--- src/hw/rtl/adadelta_parameter_update_defines.svh ---
// Assertion macros shared by the Adadelta update RTL.
`ifndef ADADELTA_PARAMETER_UPDATE_DEFINES_SVH
`define ADADELTA_PARAMETER_UPDATE_DEFINES_SVH
`ifndef SYNTHESIS
`define ADU_ASSERT_IMPL(label, clk, rst_n, prop) \
	label: assert property (@(posedge clk) disable iff (!rst_n) prop) else $error("%m failed");
`define ADU_ASSERT_NEVER(label, clk, rst_n, expr) \
	label: assert property (@(posedge clk) disable iff (!rst_n) !(expr)) else $error("%m failed");
`else
`define ADU_ASSERT_IMPL(label, clk, rst_n, prop)
`define ADU_ASSERT_NEVER(label, clk, rst_n, expr)
`endif
`endif

--- src/hw/rtl/adu_pkg.sv ---
// Package with shared types and constants of the Adadelta update block.
package adu_pkg;
	localparam int unsigned NumParams = 4096;
	localparam int unsigned IdxW = 12;
	localparam int unsigned AccW = 48;

	localparam logic [0:0] RegDecay = 1'b0;
	localparam logic [0:0] RegEps = 1'b1;

	typedef enum logic [3:0] {
		ST_CLEAR,
		ST_IDLE,
		ST_READ,
		ST_SQG,
		ST_RHOG,
		ST_OMRG,
		ST_RATIO,
		ST_DIV,
		ST_SQRT,
		ST_MAG,
		ST_SQU,
		ST_RHOX,
		ST_OMRX,
		ST_DONE
	} state_t;

	// Serial multiplier control and status.
	typedef struct packed {
		logic        start;
		logic [63:0] a;
		logic [31:0] b;
	} mul_req_t;

	typedef struct packed {
		logic        done;
		logic [95:0] prod;
	} mul_rsp_t;
endpackage

--- src/hw/rtl/adu_mul.sv ---
// Bit-serial shift-and-add multiplier, one multiplier bit per cycle.
`include "adadelta_parameter_update_defines.svh"
module adu_mul
	import adu_pkg::*;
(
	input  logic     clk,
	input  logic     arst_n,
	input  mul_req_t req,
	output mul_rsp_t rsp
);
	logic [95:0] acc_q;
	logic [95:0] mcand_q;
	logic [31:0] mplier_q;
	logic [5:0]  cnt_q;
	logic        run_q;
	logic        done_q;

	always_ff @(posedge clk or negedge arst_n) begin
		if (!arst_n) begin
			run_q  <= 1'b0;
			done_q <= 1'b0;
			cnt_q  <= '0;
		end else begin
			done_q <= 1'b0;
			if (req.start) begin
				run_q <= 1'b1;
				cnt_q <= '0;
			end else if (run_q) begin
				cnt_q <= cnt_q + 6'd1;
				if (cnt_q == 6'd31) begin
					run_q  <= 1'b0;
					done_q <= 1'b1;
				end
			end
		end
	end

	always_ff @(posedge clk) begin
		if (req.start) begin
			acc_q    <= '0;
			mcand_q  <= {32'd0, req.a};
			mplier_q <= req.b;
		end else if (run_q) begin
			if (mplier_q[0]) begin
				acc_q <= acc_q + mcand_q;
			end
			mcand_q  <= {mcand_q[94:0], 1'b0};
			mplier_q <= {1'b0, mplier_q[31:1]};
		end
	end

	assign rsp.done = done_q;
	assign rsp.prod = acc_q;

	`ADU_ASSERT_IMPL(a_done_after_run, clk, arst_n, done_q |-> $past(run_q))
	`ADU_ASSERT_NEVER(a_no_restart, clk, arst_n, req.start && run_q)
	`ADU_ASSERT_IMPL(a_done_pulse, clk, arst_n, done_q |=> !done_q)
endmodule

--- config.mk ---
export PLATFORM = sky130hd
export DESIGN_NAME = adu_mul
export DESIGN_NICKNAME = d
export VERILOG_FILES = /design/src/hw/rtl/adu_pkg.sv /design/src/hw/rtl/adu_mul.sv
export VERILOG_INCLUDE_DIRS = /design/src /design/src/hw/rtl
export SDC_FILE = /design/constraint.sdc
export NUM_CORES = 1
export LEC_CHECK = 0
export ABC_CLOCK_PERIOD_IN_PS = 4600
export BUFFER_PORTS_ARGS = -buffer_cell sky130_fd_sc_hd__clkbuf_2
export CAP_MARGIN = 20
export CORE_UTILIZATION = 59
export CTS_CLUSTER_SIZE = 40
export DETAILED_ROUTE_END_ITERATION = 16
export PLACE_DENSITY = 0.81
export SETUP_SLACK_MARGIN = 0.15
export SYNTH_ARGS = -nofsm -noshare
export SYNTH_HDL_FRONTEND = slang
export SYNTH_SLANG_ARGS = --single-unit
--- constraint.sdc ---
create_clock -name clk -period 4.6 [get_ports clk]
set_clock_uncertainty 0.05 [all_clocks]
set_input_delay 0.92 -clock clk [delete_from_list [all_inputs] [get_ports clk]]
set_output_delay 0.92 -clock clk [all_outputs]
set_load 0.05 [all_outputs]
==> results.md, run 1 <==
* Run status: completed
* Post-CTS sizing at 0
* Reported max-cap violation count at 0
* Critical Path RT at 4930 ps
* Met2 wire len at 18130 um
* #FFs+latches synth at 232
* Worst r2r dst: acc_q[89]$_SDFFE_PP0P_
* CP Capture Type: flop
* Antenna Cells at 0
* Vias per cell at 6.184
* Max clock buf depth at 3
* Overall Global Routing Usage at 0.3124
* Crit-path max FO at 6
* Vias in the first global route at 12550
* Metal3 WL at 3006 um
* Peak Freq at 0.2561 GHz
* Arr. time, crit path at 4230 ps
* TritonCTS buffer count at 26
* Layout Nets at 1976
* Leakage power at 7.305 nW
* R2R setup slack at 700 ps
* DR WL/cell at 18.99 um
* Worst-margin pin slew at 1084 ps
* Worst R2R Path Depth at 11
* Clock slew at reported path FFs at 70 ps
* Clock H-tree levels at 1
* Synthesized cell area at 0.01466 sq mm
* Initial antenna violation count at 0
* Proportion of layout cells with a drive suffix above 1 at 0.1968
* Slew Viols, Final at 0
* Layout area overhead at 13.60%
* Netlist cell types at 69
* # Post-CTS Setup Buffers at 0
* DR iter-0 viols at 1412
* Max-slew headroom at 0.2755
* Hold-fix buffers, CTS at 0
* Syn_area_per_cell at 8.971 sq um
* First drt pass iteration count at 6
* Asr flop ratio synth at 0.03448
* Maximum vdd drop at 0.3405 mV
* FF-to-FF Start: mcand_q[14]$_DFFE_PP_
* Final setup violation count at 0
* Class of the worst hold path: primary input to async pin
* Most frequent cells after synthesis: nand2_1 (217), a21oi_1 (173), nor2_1 (133)
* Antenna viol nets, final at 0
* TritonCTS clock tree: yes
* Gp weighted congestion at 0.9564
* Cell with the most instances after synthesis: nand2_1
* Clock sinks at 232
* Row count at 57
* Uppermost layer routed: met4
* Power per cell area at 474.2 mW/mm^2
* Sequential cell area fraction in the yosys report at 0.3851
* Final hold vios at 0
* Util after Layout at 0.6847
* PortBufs at 195
* Top cell type by total area after synthesis: edfxtp_1
* Core ar. at 0.02432 sq mm
* Mapped Nets at 1830
* WS Path Type: flop to flop
* RSZ-0062 raised after global routing: no
* Post-layout min period at 3904 ps
* Placed wire-length estimate at 29890 um
* Vias at 13130
* Cells after synthesis at 1634
* Starting Density at 0.6027
* Area share of the largest cell type after synthesis at 0.1967
* Io pins at 196
* First-pass GRT wire length at 65000 um
* Largest net degree at the start of global routing at 71
* Clock Latency Late Sink at 540 ps
* Critical Path Start Type: flop
* Global route total overflow at 0
* Root Buffer: clkbuf_16
* M1 WL at 17860 um
* Synth top area cells: edfxtp_1 (20%), dfxtp_1 (17%), ha_1 (8.2%), mux2_2 (7.2%), a21oi_1 (5.9%)
* Die area at 0.02548 sq mm
* Filler instances at 1965
* Final wirelength at 40320 um
* Die H at 159.6 um
* Final cycle utilization of the critical path at 0.8487
* EDFF count, synth at 96
* Setup TNS at 0 ps
* Die X at 159.6 um
* YS warnings at 0
* Main synth FF type: dfxtp_1
* Number of remaining DRC errors at 0
==> how the worst max path moves through the flow <==
stage                                startpoint                  endpoint  slack [ps]  cells past startpoint
after detailed placement  mcand_q[11]$_DFFE_PP_    acc_q[89]$_SDFFE_PP0P_         790                     11
after global placement    mcand_q[11]$_DFFE_PP_    acc_q[89]$_SDFFE_PP0P_         960                     11
after global routing      mcand_q[11]$_DFFE_PP_    acc_q[89]$_SDFFE_PP0P_         550                     11
after CTS                 mcand_q[11]$_DFFE_PP_    acc_q[89]$_SDFFE_PP0P_         760                     11
final                     mcand_q[14]$_DFFE_PP_    acc_q[89]$_SDFFE_PP0P_         700                     11
after floorplan                         req[96]  mcand_q[0]$_SDFFCE_PN0P_         490                      5
==> final cells by class <==
cell class,instances,area (sq um),share of cell area
clock inverter,14,152.6,0.009167
inverter,22,85.08,0.005110
sequential,232,5647,0.3391
tap,324,405.4,0.02435
multi-input combinational,1290,8592,0.5160
timing repair buffer,208,1092,0.06560
clock buffer,33,676.9,0.04065
==> logic make-up after synthesis <==
kind of cell | synth area share
compound gates | 0.1999
xor+xnor | 0.05438
fa+ha+maj | 0.08331
buf+inv | 0.02911
flops | 0.3851
mux | 0.09680
simple gates | 0.1513
==> placed cells by master (no fill, tap or decap), types with 11 or more instances in the layout <==
cell type  count
nand2_1      216
clkbuf_2     194
a21oi_1      173
nor2_1       132
dfxtp_1      128
o21ai_0      105
ha_1          96
edfxtp_1      96
mux2_2        94
a21o_1        57
xnor2_1       51
nand4_1       40
xor2_1        40
mux2i_1       36
clkbuf_16     26
nor3_1        23
inv_1         21
nand3_1       21
o21bai_1      21
o21a_1        14
a31oi_1       14
a211oi_1      13
or3_1         12
a21boi_0      12
buf_4         12
and2_1        11
o31ai_1       11
==> sequential cells by signal, summed over array words and instances, names as in the netlist <==
signal	cells
run_q	1
acc_q	96
mcand_q	96
cnt_q	6
done_q	1
mplier_q	32
==> report_power, final <==
part	total, W	internal [W]	switching, W	leakage, nW
sequential	0.00263	0.00241	0.000217	2.17
combinational	0.00322	0.00107	0.00215	4.74
clock	0.00205	0.00116	0.000883	0.391
==> metal layers <==
metal,track usage,up-vias
met3,0.04026,85
met1,0.4345,6209
met5,0,-
met2,0.5052,567
met4,0.1005,0
li1,-,6267
==> critical path, cell delays in order, from the launching register on <==
cell and delay (ps):
edfxtp_1 410, ha_1 420, nand4_1 210, or3_1 430, a2111o_1 330, a311oi_1 400
nor3_1 220, o31ai_2 310, a31oi_1 250, o31ai_4 360, mux2i_1 230, o32ai_1 100
==> stage by stage <==
step	instances	total power, W	setup slack (ps)	area (sq um)	hold WS (ps)
4_1_cts	2123	0.007863	756.9	16650	158.4
6_report	2123	0.007896	695.9	16650	165.6
2_1_floorplan	1634	0.005005	487.7	14660	431.0
3_3_place_gp	2076	0.005753	957.4	15820	408.0
5_1_grt	2123	0.008277	546.8	16650	161.7
3_5_place_dp	2076	0.005804	785.5	15820	418.8
No activity file was read; power rests on OpenSTA's default activity.
==> inputs of run 2 (changes only) <==
--- a/config.mk
+++ b/config.mk
@@ -6,7 +6,7 @@
 export SDC_FILE = /design/constraint.sdc
 export NUM_CORES = 1
 export LEC_CHECK = 0
-export ABC_CLOCK_PERIOD_IN_PS = 4600
+export ABC_CLOCK_PERIOD_IN_PS = 3750
 export BUFFER_PORTS_ARGS = -buffer_cell sky130_fd_sc_hd__clkbuf_2
 export CAP_MARGIN = 20
 export CORE_UTILIZATION = 59
==> constraint.sdc (replaced) <==
create_clock -name clk -period 3.75 [get_ports clk]
set_clock_uncertainty 0.05 [all_clocks]
set_input_delay 0.75 -clock clk [delete_from_list [all_inputs] [get_ports clk]]
set_output_delay 0.75 -clock clk [all_outputs]
set_load 0.05 [all_outputs]
==> run 2 against run 1 <==
  * Total power grew 26%
  * Die area is the same
  * Worst hold slack gained 260 ps
  * Global-route usage is essentially flat
  * Critical path type unchanged
  * Largest power group unchanged
==> results.md, run 2 (same netlist as run 1, synthesis figures left out) <==
* Run status: completed
* Global route total overflow at 0 (unchanged)
* Maximum vdd drop at 0.4499 mV (+32%)
* Power, Total at 0.009975 W (+26%)
* Util after Layout at 0.7045 (+0.01981)
* Proportion of layout cells with a drive suffix above 1 at 0.2215 (+0.02472)
* Clock H-tree levels at 1 (unchanged)
* Crit-path max FO at 6 (unchanged)
* DR iter-0 viols at 1233 (-13%)
* Vias in the first global route at 12790 (+1.9%)
* Leakage power at 7.509 nW (+2.8%)
* TritonCTS buffer count at 26 (unchanged)
* Multi-input gate area at 0.008765 sq mm (+2.0%)
* Antenna viol nets, final at 0 (unchanged)
* Number of remaining DRC errors at 0 (unchanged)
* Post-layout min period at 3521 ps (-383.5 ps)
* Clock Latency Late Sink at 550 ps (about the same)
* Final hold vios at 0 (unchanged)
* Layout area overhead at 16.88%
* Critical path's top delay family: compound AO/OA/AOI/OAI gates
* Final setup violation count at 0 (unchanged)
* Overall Global Routing Usage at 0.3120 (-0.0004635)
* Placed insts at 2099 (+1.1%)
* Final cycle utilization of the critical path at 0.9388 (+0.09010)
* Reported max-cap violation count at 0 (unchanged)
* Peak Freq at 0.2840 GHz (+11%)
* Critical Path RT at 4100 ps (-830 ps)
* Critical Path Start Type: flop
* WS Path Type: flop to flop
* Row count at 57 (unchanged)
* Slew Viols, Final at 0 (unchanged)
* Die H at 159.6 um (unchanged)
* Clock sinks at 232 (unchanged)
* Reg area at 0.005647 sq mm (unchanged)
* Filler instances at 1909 (-2.8%)
* Critical path's slowest cell: a2111o_1
* CP cell instances: ha_4 > nand4_1 > or3_4 > a2111o_1 > and3_4 > o21a_1 > o31a_1 > o21a_1 > o41ai_2 > xnor2_1 > o21ai_1
* RSZ-0062 raised after global routing: yes
* Core ar. at 0.02432 sq mm (unchanged)
* Die X at 159.6 um (unchanged)
* Vias at 13330 (+1.5%)
* Placed wire-length estimate at 29980 um (+0.29%)
* Most common cell after layout, fill and taps aside: nand2_1
* DR WL/cell at 18.92 um (-0.37%)
* Layout Nets at 2009 (+1.7%)
* Gp weighted congestion at 0.9593 (+0.30%)
* Starting Density at 0.6027 (unchanged)
* Most frequent cells in the layout: nand2_1 (216), clkbuf_2 (194), a21oi_1 (173), nor2_1 (132), dfxtp_1 (128)
* CP Capture Type: flop
* Arr. time, crit path at 3870 ps (-360 ps)
* First-pass GRT wire length at 64890 um (-0.18%)
* Buf/Inv on CP at 0 (unchanged)
* Max clock buf depth at 3 (unchanged)
* Io pins at 196 (unchanged)
* Die area at 0.02548 sq mm (unchanged)
* PortBufs at 195 (unchanged)
* Max-slew headroom at 0.4664 (+0.1909)
* Top flop regs: acc_q: 96 flops, mcand_q: 96 flops, mplier_q: 32 flops
* Max incr delay on CP at 460 ps (+30 ps)
* Clock slew at reported path FFs at 60 ps (about the same)
* First drt pass iteration count at 6 (unchanged)
* Class of the worst hold path: flop to flop
* Setup TNS at 0 ps (unchanged)
* Antenna Cells at 0 (unchanged)
* Power per cell area at 582.2 mW/mm^2 (+23%)
* Vias per cell at 6.180 (about the same)
* Most frequent cell on the critical path: o21a_1
* Non-Filler Instances at 2157 (+1.6%)
* Worst-margin pin slew at 798.5 ps (-285.6 ps)
* Final wirelength at 40810 um (+1.2%)
* Largest net degree at the start of global routing at 104 (+46%)
* Initial antenna violation count at 0 (unchanged)
* TritonCTS clock tree: yes
* Fin Hold WS at 425.9 ps (+260.3 ps)
* Root Buffer: clkbuf_16
==> run 2: cell types whose count changed in the layout (fill, tap and decap cells not counted), moves of 3 or more <==
cell | before | now
clkinv_2 | 1 | 5
ha_1 | 96 | 89
nor3_1 | 23 | 20
buf_12 | 1 | 4
buf_4 | 12 | 41
clkinv_4 | 3 | 0
ha_4 | 0 | 7
==> run 2: cell type report <==
| cell class | instances | area share |
|---|---|---|
| Clock inverter | 11 | 0.006792 |
| Tap cell | 324 | 0.02366 |
| Clock buffer | 37 | 0.04280 |
| Multi-Input combinational cell | 1290 | 0.5116 |
| Sequential cell | 232 | 0.3296 |
| Timing Repair Buffer | 241 | 0.08055 |
| Inverter | 22 | 0.005039 |
==> run 2: metrics by stage <==
step                      setup slack, ps  cell area (sq um)
after floorplan                     343.7              14660
after CTS                           164.0              16900
after global placement              159.0              16030
after global routing                66.55              17130
final                               229.4              17130
after detailed placement            73.51              16030
==> run 2: layer usage <==
layer,part of all wire,global-route usage,vias to the layer above
met2,0.46,0.5024,577
met5,0,0,-
li1,-,-,6324
met4,0.033,0.1176,0
met3,0.082,0.05091,100
met1,0.42,0.4219,6330
==> run 2: final timing paths <==
kind / start / cells past startpoint / slack [ps] / end
setup / recovery: mcand_q[13]$_DFFE_PP_ / 11 / 230 / acc_q[37]$_SDFFE_PP0P_
hold / removal: acc_q[18]$_SDFFE_PP0P_ / 2 / 430 / acc_q[18]$_SDFFE_PP0P_
setup reg to reg: mcand_q[13]$_DFFE_PP_ / 11 / 230 / acc_q[37]$_SDFFE_PP0P_
hold reg to reg: acc_q[18]$_SDFFE_PP0P_ / 2 / 430 / acc_q[18]$_SDFFE_PP0P_
max in group asynchronous: arst_n / 2 / 2920 / run_q$_DFF_PN0_
min in group asynchronous: arst_n / 2 / 540 / run_q$_DFF_PN0_
==> run 2: worst register-to-register path: stages (launching register included) <==
cell	delay [ps]
edfxtp_1	440
ha_4	330
nand4_1	200
or3_4	390
a2111o_1	460
and3_4	180
o21a_1	190
o31a_1	310
o21a_1	200
o41ai_2	390
xnor2_1	160
o21ai_1	80
==> run 2: timing repair <==
action | 4_1_cts | 5_1_grt
pin swaps | 0 | 14
buffers inserted | 0 | 9
hold buffers | 1 | 0
endpoints found under the hold margin | 8 | 0
setup endpoints to repair | 5 | 27
resized for setup | 2 | 27
==> run 2: report_power, final <==
part           switching (W)  internal (W)
combinational        0.00269       0.00147
clock                0.00106       0.00150
sequential          0.000287       0.00296
